===== src/rtl/core/efu_pkg.sv =====
`timescale 1ns / 1ps
// ----------------------------------------------------------------------------
// efu_pkg: shared types and constants for the escaped frame unstuffer
// Holds the input and result item structs, the byte codes of the escape
// scheme and the bundle that carries one item's worth of results.
// ----------------------------------------------------------------------------
package efu_pkg;

  localparam logic [7:0] ESC_BYTE      = 8'h7D;
  localparam logic [7:0] ESC_FLAG_CODE = 8'h02;
  localparam logic [7:0] ESC_SELF_CODE = 8'h01;
  localparam logic [7:0] FLAG_BYTE     = 8'h7E;

  typedef struct packed {
    logic [7:0] in_byte;
    logic       frame_start;
    logic       frame_end;
  } in_t;

  typedef struct packed {
    logic [7:0] out_byte;
    logic       run_last;
    logic       is_checksum;
    logic       check_ok;
  } out_t;

  // Up to two results caused by one input byte; count is 0, 1 or 2.
  typedef struct packed {
    logic [1:0] count;
    out_t       first;
    out_t       second;
  } pair_t;

endpackage


===== src/rtl/core/escaped_frame_unstuff_xor_check.sv =====
`timescale 1ns / 1ps
// ----------------------------------------------------------------------------
// escaped_frame_unstuff_xor_check: byte unstuffing with XOR checksum check
// Path: input register, then result register; a stall can hold either.
// Throughput: one input byte per cycle while the output takes each result; a
// byte with two results holds the output for both, so the output sets the rate.
// Reset: synchronous, active high; clears the frame state and empties both
// the input register and the result register.
// ----------------------------------------------------------------------------
module escaped_frame_unstuff_xor_check (
  input  logic          clk,
  input  logic          rst,
  input  logic          frame_valid,
  output logic          frame_ready,
  input  efu_pkg::in_t  frame,
  output logic          restored_valid,
  input  logic          restored_ready,
  output efu_pkg::out_t restored
);
  import efu_pkg::*;

  // Input register: one received byte waiting to be unstuffed.
  logic  in_full;
  in_t   in_item;

  // Result register: the results of one byte, shown one per transfer.
  logic [1:0] res_count;
  logic       res_sel;
  out_t       res_first;
  out_t       res_second;

  pair_t results;
  logic  res_pop;
  logic  res_load_ok;
  logic  advance;

  // The unstuffer works on the held byte; its state moves only when the
  // byte's results are taken into the result register.
  efu_unstuff u_unstuff (
    .clk     (clk),
    .rst     (rst),
    .item    (in_item),
    .advance (advance),
    .results (results)
  );

  assign restored_valid = (res_count != 2'd0);
  assign restored       = res_sel ? res_second : res_first;
  assign res_pop        = restored_valid && restored_ready;

  // The result register can take a new pair when it is empty or when its
  // last pending result leaves in this cycle.
  assign res_load_ok = (res_count == 2'd0) || ((res_count == 2'd1) && restored_ready);
  assign advance     = in_full && res_load_ok;
  assign frame_ready = !in_full || advance;

  always_ff @(posedge clk) begin
    if (rst) begin
      in_full <= 1'b0;
    end else if (frame_ready) begin
      in_full <= frame_valid;
    end
  end

  always_ff @(posedge clk) begin
    if (frame_valid && frame_ready) begin
      in_item <= frame;
    end
  end

  always_ff @(posedge clk) begin
    if (rst) begin
      res_count <= 2'd0;
      res_sel   <= 1'b0;
    end else if (advance) begin
      // A byte that only holds back an escape loads a count of zero.
      res_count <= results.count;
      res_sel   <= 1'b0;
    end else if (res_pop) begin
      res_count <= res_count - 2'd1;
      res_sel   <= 1'b1;
    end
  end

  always_ff @(posedge clk) begin
    if (advance) begin
      res_first  <= results.first;
      res_second <= results.second;
    end
  end

endmodule


===== src/rtl/core/efu_unstuff.sv =====
`timescale 1ns / 1ps
// ----------------------------------------------------------------------------
// efu_unstuff: escape removal and XOR checksum tracking
// Turns one received byte into zero, one or two restored bytes and keeps
// the per-frame state, which advances when the caller takes the results.
// ----------------------------------------------------------------------------
module efu_unstuff (
  input  logic          clk,
  input  logic          rst,
  input  efu_pkg::in_t  item,
  input  logic          advance,
  output efu_pkg::pair_t results
);
  import efu_pkg::*;

  logic       escape_pending;
  logic [7:0] xor_accum;
  logic [1:0] restored_count;

  logic       escape_pending_next;
  logic [7:0] xor_accum_next;
  logic [1:0] restored_count_next;

  logic [7:0] base_accum;
  logic [1:0] base_count;
  logic [7:0] got0;
  logic [7:0] got1;
  logic [1:0] n;
  logic       pend;
  logic       ck0;
  logic [7:0] accum1;
  logic [7:0] accum2;
  logic [1:0] count1;
  logic [1:0] count2;

  always_comb begin
    got0 = item.in_byte;
    got1 = item.in_byte;
    n    = 2'd0;
    pend = 1'b0;
    if (item.frame_start) begin
      n = 2'd1;
    end else if (escape_pending) begin
      if (item.in_byte == ESC_FLAG_CODE) begin
        got0 = FLAG_BYTE;
        n    = 2'd1;
      end else if (item.in_byte == ESC_SELF_CODE) begin
        got0 = ESC_BYTE;
        n    = 2'd1;
      end else if (item.in_byte == ESC_BYTE) begin
        got0 = ESC_BYTE;
        n    = 2'd1;
        pend = 1'b1;
      end else begin
        got0 = ESC_BYTE;
        n    = 2'd2;
      end
    end else if (item.in_byte == ESC_BYTE) begin
      pend = 1'b1;
    end else begin
      n = 2'd1;
    end

    // A held escape byte still open at the frame end is emitted literally.
    if (item.frame_end && pend) begin
      pend = 1'b0;
      if (n == 2'd0) begin
        got0 = ESC_BYTE;
        n    = 2'd1;
      end else begin
        got1 = ESC_BYTE;
        n    = 2'd2;
      end
    end
  end

  always_comb begin
    base_accum = item.frame_start ? 8'h00 : xor_accum;
    base_count = item.frame_start ? 2'd0 : restored_count;

    ck0    = item.frame_end && (n == 2'd1);
    accum1 = base_accum ^ got0;
    count1 = (base_count == 2'd2) ? 2'd2 : base_count + 2'd1;
    accum2 = accum1 ^ got1;
    count2 = (count1 == 2'd2) ? 2'd2 : count1 + 2'd1;

    results.count                = n;
    results.first.out_byte       = got0;
    results.first.run_last       = (n == 2'd1);
    results.first.is_checksum    = ck0;
    results.first.check_ok       = ck0 && (base_count != 2'd0) && (got0 == base_accum);
    results.second.out_byte      = got1;
    results.second.run_last      = 1'b1;
    results.second.is_checksum   = item.frame_end;
    results.second.check_ok      = item.frame_end && (got1 == accum1);

    escape_pending_next = pend;
    xor_accum_next      = base_accum;
    restored_count_next = base_count;
    if (item.frame_end) begin
      escape_pending_next = 1'b0;
      xor_accum_next      = 8'h00;
      restored_count_next = 2'd0;
    end else if (n == 2'd1) begin
      xor_accum_next      = accum1;
      restored_count_next = count1;
    end else if (n == 2'd2) begin
      xor_accum_next      = accum2;
      restored_count_next = count2;
    end
  end

  always_ff @(posedge clk) begin
    if (rst) begin
      escape_pending <= 1'b0;
      xor_accum      <= 8'h00;
      restored_count <= 2'd0;
    end else if (advance) begin
      escape_pending <= escape_pending_next;
      xor_accum      <= xor_accum_next;
      restored_count <= restored_count_next;
    end
  end

endmodule

===== config.mk =====
export PLATFORM = sky130hd
export DESIGN_NAME = escaped_frame_unstuff_xor_check
export DESIGN_NICKNAME = d
export VERILOG_FILES = /design/src/rtl/core/efu_pkg.sv /design/src/rtl/core/escaped_frame_unstuff_xor_check.sv /design/src/rtl/core/efu_unstuff.sv
export SDC_FILE = /design/constraint.sdc
export NUM_CORES = 1
export LEC_CHECK = 0
export ABC_CLOCK_PERIOD_IN_PS = 2800
export BUFFER_PORTS_ARGS = -buffer_cell sky130_fd_sc_hd__buf_2
export CORE_ASPECT_RATIO = 0.9
export CORE_MARGIN = 10
export CORE_UTILIZATION = 50
export CTS_BUF_LIST = sky130_fd_sc_hd__clkbuf_4
export CTS_CLUSTER_DIAMETER = 30
export DETAILED_ROUTE_END_ITERATION = 16
export GPL_ROUTABILITY_DRIVEN = 0
export GPL_TIMING_DRIVEN = 0
export PLACE_DENSITY = 0.7
export SYNTH_ARGS = -nofsm -noshare
export SYNTH_HDL_FRONTEND = slang
export SYNTH_SLANG_ARGS = --single-unit

===== constraint.sdc =====
create_clock -name clk -period 2.8 [get_ports clk]
set_input_delay 0.56 -clock clk [delete_from_list [all_inputs] [get_ports clk]]
set_output_delay 0.56 -clock clk [all_outputs]
set_load 0.02 [all_outputs]

# After elaboration in Yosys (flattened, before gate mapping)
# Cells that the tools add are included.
[totals] regBits=46 out_inout_bits=13 word_cells=84 in_bits=14
[classes] reduce_logical=18 eq_ne=10 muxes=35 bitwise_logic=2 n_addsub=3
[op_table] cell="8-bit two-way mux" count=10
[op_table] cell="2-bit two-way mux" count=16
[op_table] cell="8-bit equality test" count=2
[op_table] cell="8-bit XOR" count=2
[op_table] cell="11-bit two-way mux" count=1
[op_table] cell="1-bit logical AND" count=9
[op_table] cell="8-bit by 1-bit equality test with 1-bit output (second input constant)" count=1
[op_table] cell="8-bit by 2-bit equality test with 1-bit output (second input constant)" count=1
[op_table] cell="8-bit by 7-bit equality test with 1-bit output (second input constant)" count=1
[op_table] cell="1-bit two-way mux" count=8
[op_table] cell="2-bit equality test (second input constant)" count=3
[op_table] cell="2-bit nonzero test" count=3
[op_table] cell="2-bit by 1-bit adder with 2-bit output (second input constant)" count=2
[op_table] cell="2-bit by 1-bit equality test with 1-bit output (second input constant)" count=2
[op_table] cell="2-bit logical NOT" count=2
[op_table] cell="1-bit logical OR" count=2
[op_table] cell="2-bit OR reduction" count=1
[op_table] cell="2-bit by 1-bit subtractor with 2-bit output (second input constant)" count=1
[op_table] cell="1-bit logical NOT" count=1

# Longest topological paths before layout
[depth] word_depth=14 mapped_depth=9 ltp_nobuf=7

# Modules after synthesis
# A second synthesis with hierarchy kept.
[hier_totals] cells_unflattened=328 hier_area_um2=3140.5
[by_module_without_submodules] mod="efu_unstuff" cells_each=257 area_each_um2=1808.0 seq_area_each_um2=220.2 n_inst=1
[by_module_without_submodules] mod="escaped_frame_unstuff_xor_check" cells_each=71 area_each_um2=1332.5 seq_area_each_um2=1041.0 n_inst=1

# Worst setup path after synthesis
# OpenSTA, ideal clock, no wires.
[synth_timing] path_type="input-to-reg" from="input port restored_ready" to="register u_unstuff.restored_count[0]" path_buffers=2 setup_slack_ps=399 setup_ps=74 arrival_ps=2327 cell_stages=7 required_ps=2726 cell_sequence="a21oi_1 -> nor2b_1 -> clkbuf_1 -> nor3b_1 -> clkbuf_1 -> a32oi_1 -> o21ai_0"
[synth_between] elab_chain_cells=3
[synth_rtl] item="from (decl)" line_no="escaped_frame_unstuff_xor_check.sv:17" rtl="input logic restored_ready,"
[synth_rtl] item="1-bit logical AND" line_no="escaped_frame_unstuff_xor_check.sv:53" rtl="assign res_load_ok = (res_count == 2'd0) || ((res_count == 2'd1) && restored_ready);"
[synth_rtl] item="1-bit logical OR" line_no="escaped_frame_unstuff_xor_check.sv:53"
[synth_rtl] item="1-bit logical AND" line_no="escaped_frame_unstuff_xor_check.sv:54" rtl="assign advance = in_full && res_load_ok;"
[synth_rtl] item="named net advance" line_no="escaped_frame_unstuff_xor_check.sv:35" rtl="logic advance;"
[synth_rtl] item="to (signal assigned)" line_no="efu_unstuff.sv:121" rtl="restored_count <= restored_count_next;"
[synth_rtl] item="to (decl)" line_no="efu_unstuff.sv:18" rtl="logic [1:0] restored_count;"
# The timed path passes the listed nets, and every way through them passes these cells.
# A chain may end at the register's enable or synchronous reset.

# Final worst setup path
[layout_timing] from="register res_count[0]" to="register u_unstuff.restored_count[0]"
[layout_between] elab_chain_cells=4 word_cells_on_any_way=5 classes_between="1 x eq/ne; 4 x reduce/logical"
[layout_rtl] item="from (decl)" line_no="escaped_frame_unstuff_xor_check.sv:27" rtl="logic [1:0] res_count;"
[layout_rtl] item="from (signal assigned)" line_no="escaped_frame_unstuff_xor_check.sv:77" rtl="res_count <= results.count;"
[layout_rtl] item="from (signal assigned)" line_no="escaped_frame_unstuff_xor_check.sv:80" rtl="res_count <= res_count - 2'd1;"
[layout_rtl] item="2-bit by 1-bit equality test with 1-bit output" line_no="escaped_frame_unstuff_xor_check.sv:53"
[layout_rtl] item="1-bit logical AND" line_no="escaped_frame_unstuff_xor_check.sv:53"
[layout_rtl] item="1-bit logical OR *" line_no="escaped_frame_unstuff_xor_check.sv:53"
[layout_rtl] item="1-bit logical AND *" line_no="escaped_frame_unstuff_xor_check.sv:54"
[layout_rtl] item="named net advance" line_no="escaped_frame_unstuff_xor_check.sv:35"
# Mark *: on every way through the listed nets, which the timed path passes. The rest lies on a longest branch.

==> results.toml <==
[layout]
nets = 276
drive_above_1_share = 0.2335
n_antenna_cell = 0
syn_to_final_growth_pct = 10.71

[synth]
synth_top_cell_by_area = "edfxtp_1"
synthMuxAreaShare = 0.06637
yosysWarnings = 0
yosys_most_used_dff = "edfxtp_1"
synth_area_leaders = "edfxtp_1 (37%), dfxtp_1 (12%), mux2_2 (5.4%)"
synth_fa_ha_area_frac = 0.03017
postSynthCellCount = 223
synth-simple-area-share = 0.1543
ys_async_sr_fraction = 0
ys_top_cells_by_count = "edfxtp_1 (31), clkbuf_1 (16), dfxtp_1 (15)"
synth.most_common_cell = "edfxtp_1"
yosysSeqAreaShare = 0.4947
synth_top_family_by_area = "compound AO/OA/AOI/OAI gates"
syn_area_um2 = 2489
synth_edf_count = 31
synth_top_area_frac = 0.3741
ys_ff_latch = 46
synth_area_per_cell_um2 = 11.16
synthDistinctLibCells = 44
synthXorXnorAreaFrac = 0.03519
mappedNetlistNets = 243
synth-compound-area-share = 0.1765

[worst_setup_path]
crit_fanout = 27
end_kind = "register"
arrival_ps = 2770
reg2regPathDepth = 9
startpoint_type = "register"
required_ps = 3090
r2r-end = "u_unstuff.restored_count[0]"
path_class = "register to register"
r2r_slack_ps = 320
r2r_start = "res_count[0]"

[cts]
clockBufferDepth = 2
cts_tree = "built"
cts_root_buf = "clkbuf_4"
numCtsBuffers = 5
cts.clk_slew.worst_paths_ps = 130
clock_sinks = 46
htreeDepth = 2
worst_skew_pair.late_latency_ps = 360
hold_buffers = 0

[timing]
rsz0062_at_grt = "no"
finalCriticalPeriod_ps = 2475
maxSlewViolCount = 0
hold_violations = 0
fin_tns_setup_ps = 0
clock_skew_ps = 14.90
relSlewSlack = 0.5956
fmax_ghz = 0.4040
setup-violations-final = 0
fin_crit_sh = 0.8841
tightest_slew_ps = 606.7
worst_slack_ps = 324.6

[die]
start_util = 0.5148
die_area_um2 = 8203
core_um2 = 4835
placement_rows = 24
ios = 27
die_w_um = 94.37
die_h_um = 86.93

[routing]
vias = 1790
antenna_left = 0
drtIter0Drc = 116
wirelength_um = 5138
via_per_inst = 5.559
drc = 0
post_drt_wl_per_cell_um = 15.96
dr.pass1.iters = 4

[placed_design]
place_hpwl_um = 3768
port-buffer-count = 26
place_ws_ps = -239.2

[power]
leakage_nw = 1.024
ir_drop_v = 0.0003733
power_density_nw_per_um2 = 592.9

[worst_hold_path]
min_from = "frame[1]"
min_path_type = "primary input to register"
hold_depth = 1
min_to = "in_item[1]"

[global_route]
grtUsageTotal = 0.1315
antenna_found_initial = 0
grt_pass1_vias = 1698
grt_pass1_wl_um = 8473
grt_max_degree = 28
gr-total-overflow = 0

[run]
drv_cap = 0

[status]
status = "finished clean"
## through the flow
step / std cells / area, um2 / hold WS [ps] / power [mW] / util
finish: 322 / 2755 / 366.5 / 1.634 / 0.5699
global route: 322 / 2755 / 342.5 / 1.735 / 0.5699
CTS: 322 / 2755 / 351.7 / 1.649 / 0.5699
detailed placement: 314 / 2700 / 466.1 / 1.351 / 0.5585
global placement: 314 / 2700 / 465.0 / 1.338 / 0.5585
floorplan: 223 / 2489 / 437.0 / 1.221 / -
## power breakdown
group / leakage (nW) / switching, mW / internal (mW)
sequential: 0.411 / 0.0600 / 0.828
combinational: 0.582 / 0.267 / 0.175
clock: 0.0303 / 0.209 / 0.0941
total: 1.02 / 0.536 / 1.10
## placed cells by master (no fill, tap or decap), drive strengths merged, types with 4 or more instances in the layout
master	instances
a21oi	12
xor2	8
a32o	8
dfxtp	15
nand2b	11
and2	5
o21ai	8
o21ba	5
nor2	7
mux2	12
buf	29
nand2	14
nor2b	5
inv	7
clkbuf	21
or3	4
ha	6
o22ai	12
edfxtp	31
## repair_timing
action | in CTS | in global routing
setup endpoints to repair | 11 | 0
gates resized for setup | 1 | 0
setup buffers | 0 | 0
hold endpoints to repair | 0 | 0
## flip-flops by register name (all words and copies together) (netlist names)
| name | count |
|---|---|
| in_full | 1 |
| in_item | 10 |
| res_count | 2 |
| res_first | 11 |
| res_second | 10 |
| res_sel | 1 |
| u_unstuff.escape_pending | 1 |
| u_unstuff.restored_count | 2 |
| u_unstuff.xor_accum | 8 |
## worst max-delay path, cell delays in order, from the launching register on
cell and delay [ps]:
dfxtp_1 360, inv_1 60, ha_1 200, a21oi_1 80, nor2b_1 130, clkbuf_2 510
nor3b_1 370, clkbuf_1 450, a32oi_1 160, o21ai_0 100
## worst max path at each step
stage / from / endpoint / slack [ps] / depth (start not counted)
final: res_count[0] / u_unstuff.restored_count[0] / 320 / 9
after global routing: res_count[0] / u_unstuff.restored_count[0] / 40 / 9
after CTS: res_count[0] / u_unstuff.restored_count[0] / 310 / 9
after detailed placement: restored_ready / u_unstuff.restored_count[0] / -240 / 8
after global placement: restored_ready / u_unstuff.restored_count[0] / -220 / 8
after floorplan: restored_ready / u_unstuff.restored_count[0] / 400 / 7
## logic make-up (layout without fill, tap and decap cells)
group                      count (synthesis)  after routing
and+or+nand+nor                           62             62
adders and majority gates                  6              6
buffers and inverters                     26             60
muxes                                     15             15
DFF                                       46             46
xor gates and xnor gates                  10             10
AOI/OAI and AO/OA                         58             58
## layer usage
metal	GRT usage	vias to the layer above	part of all wire
met5	0	-	0
met4	0.05103	0	0.012
met3	0.03103	5	0.067
met2	0.1926	45	0.43
met1	0.1817	849	0.49
li1	-	891	-
## cell type report
type,count,area [um2]
flip-flops and latches,46,1231
inverters,7,26.28
fillers,430,2079
plain buffers,19,81.33
clock inverters,3,16.27
clock buffers,5,37.54
repair buffers,26,130.1
well taps,65,81.33
multi-input cells,151,1151
Note: power is estimated with default switching activity, not from simulation.
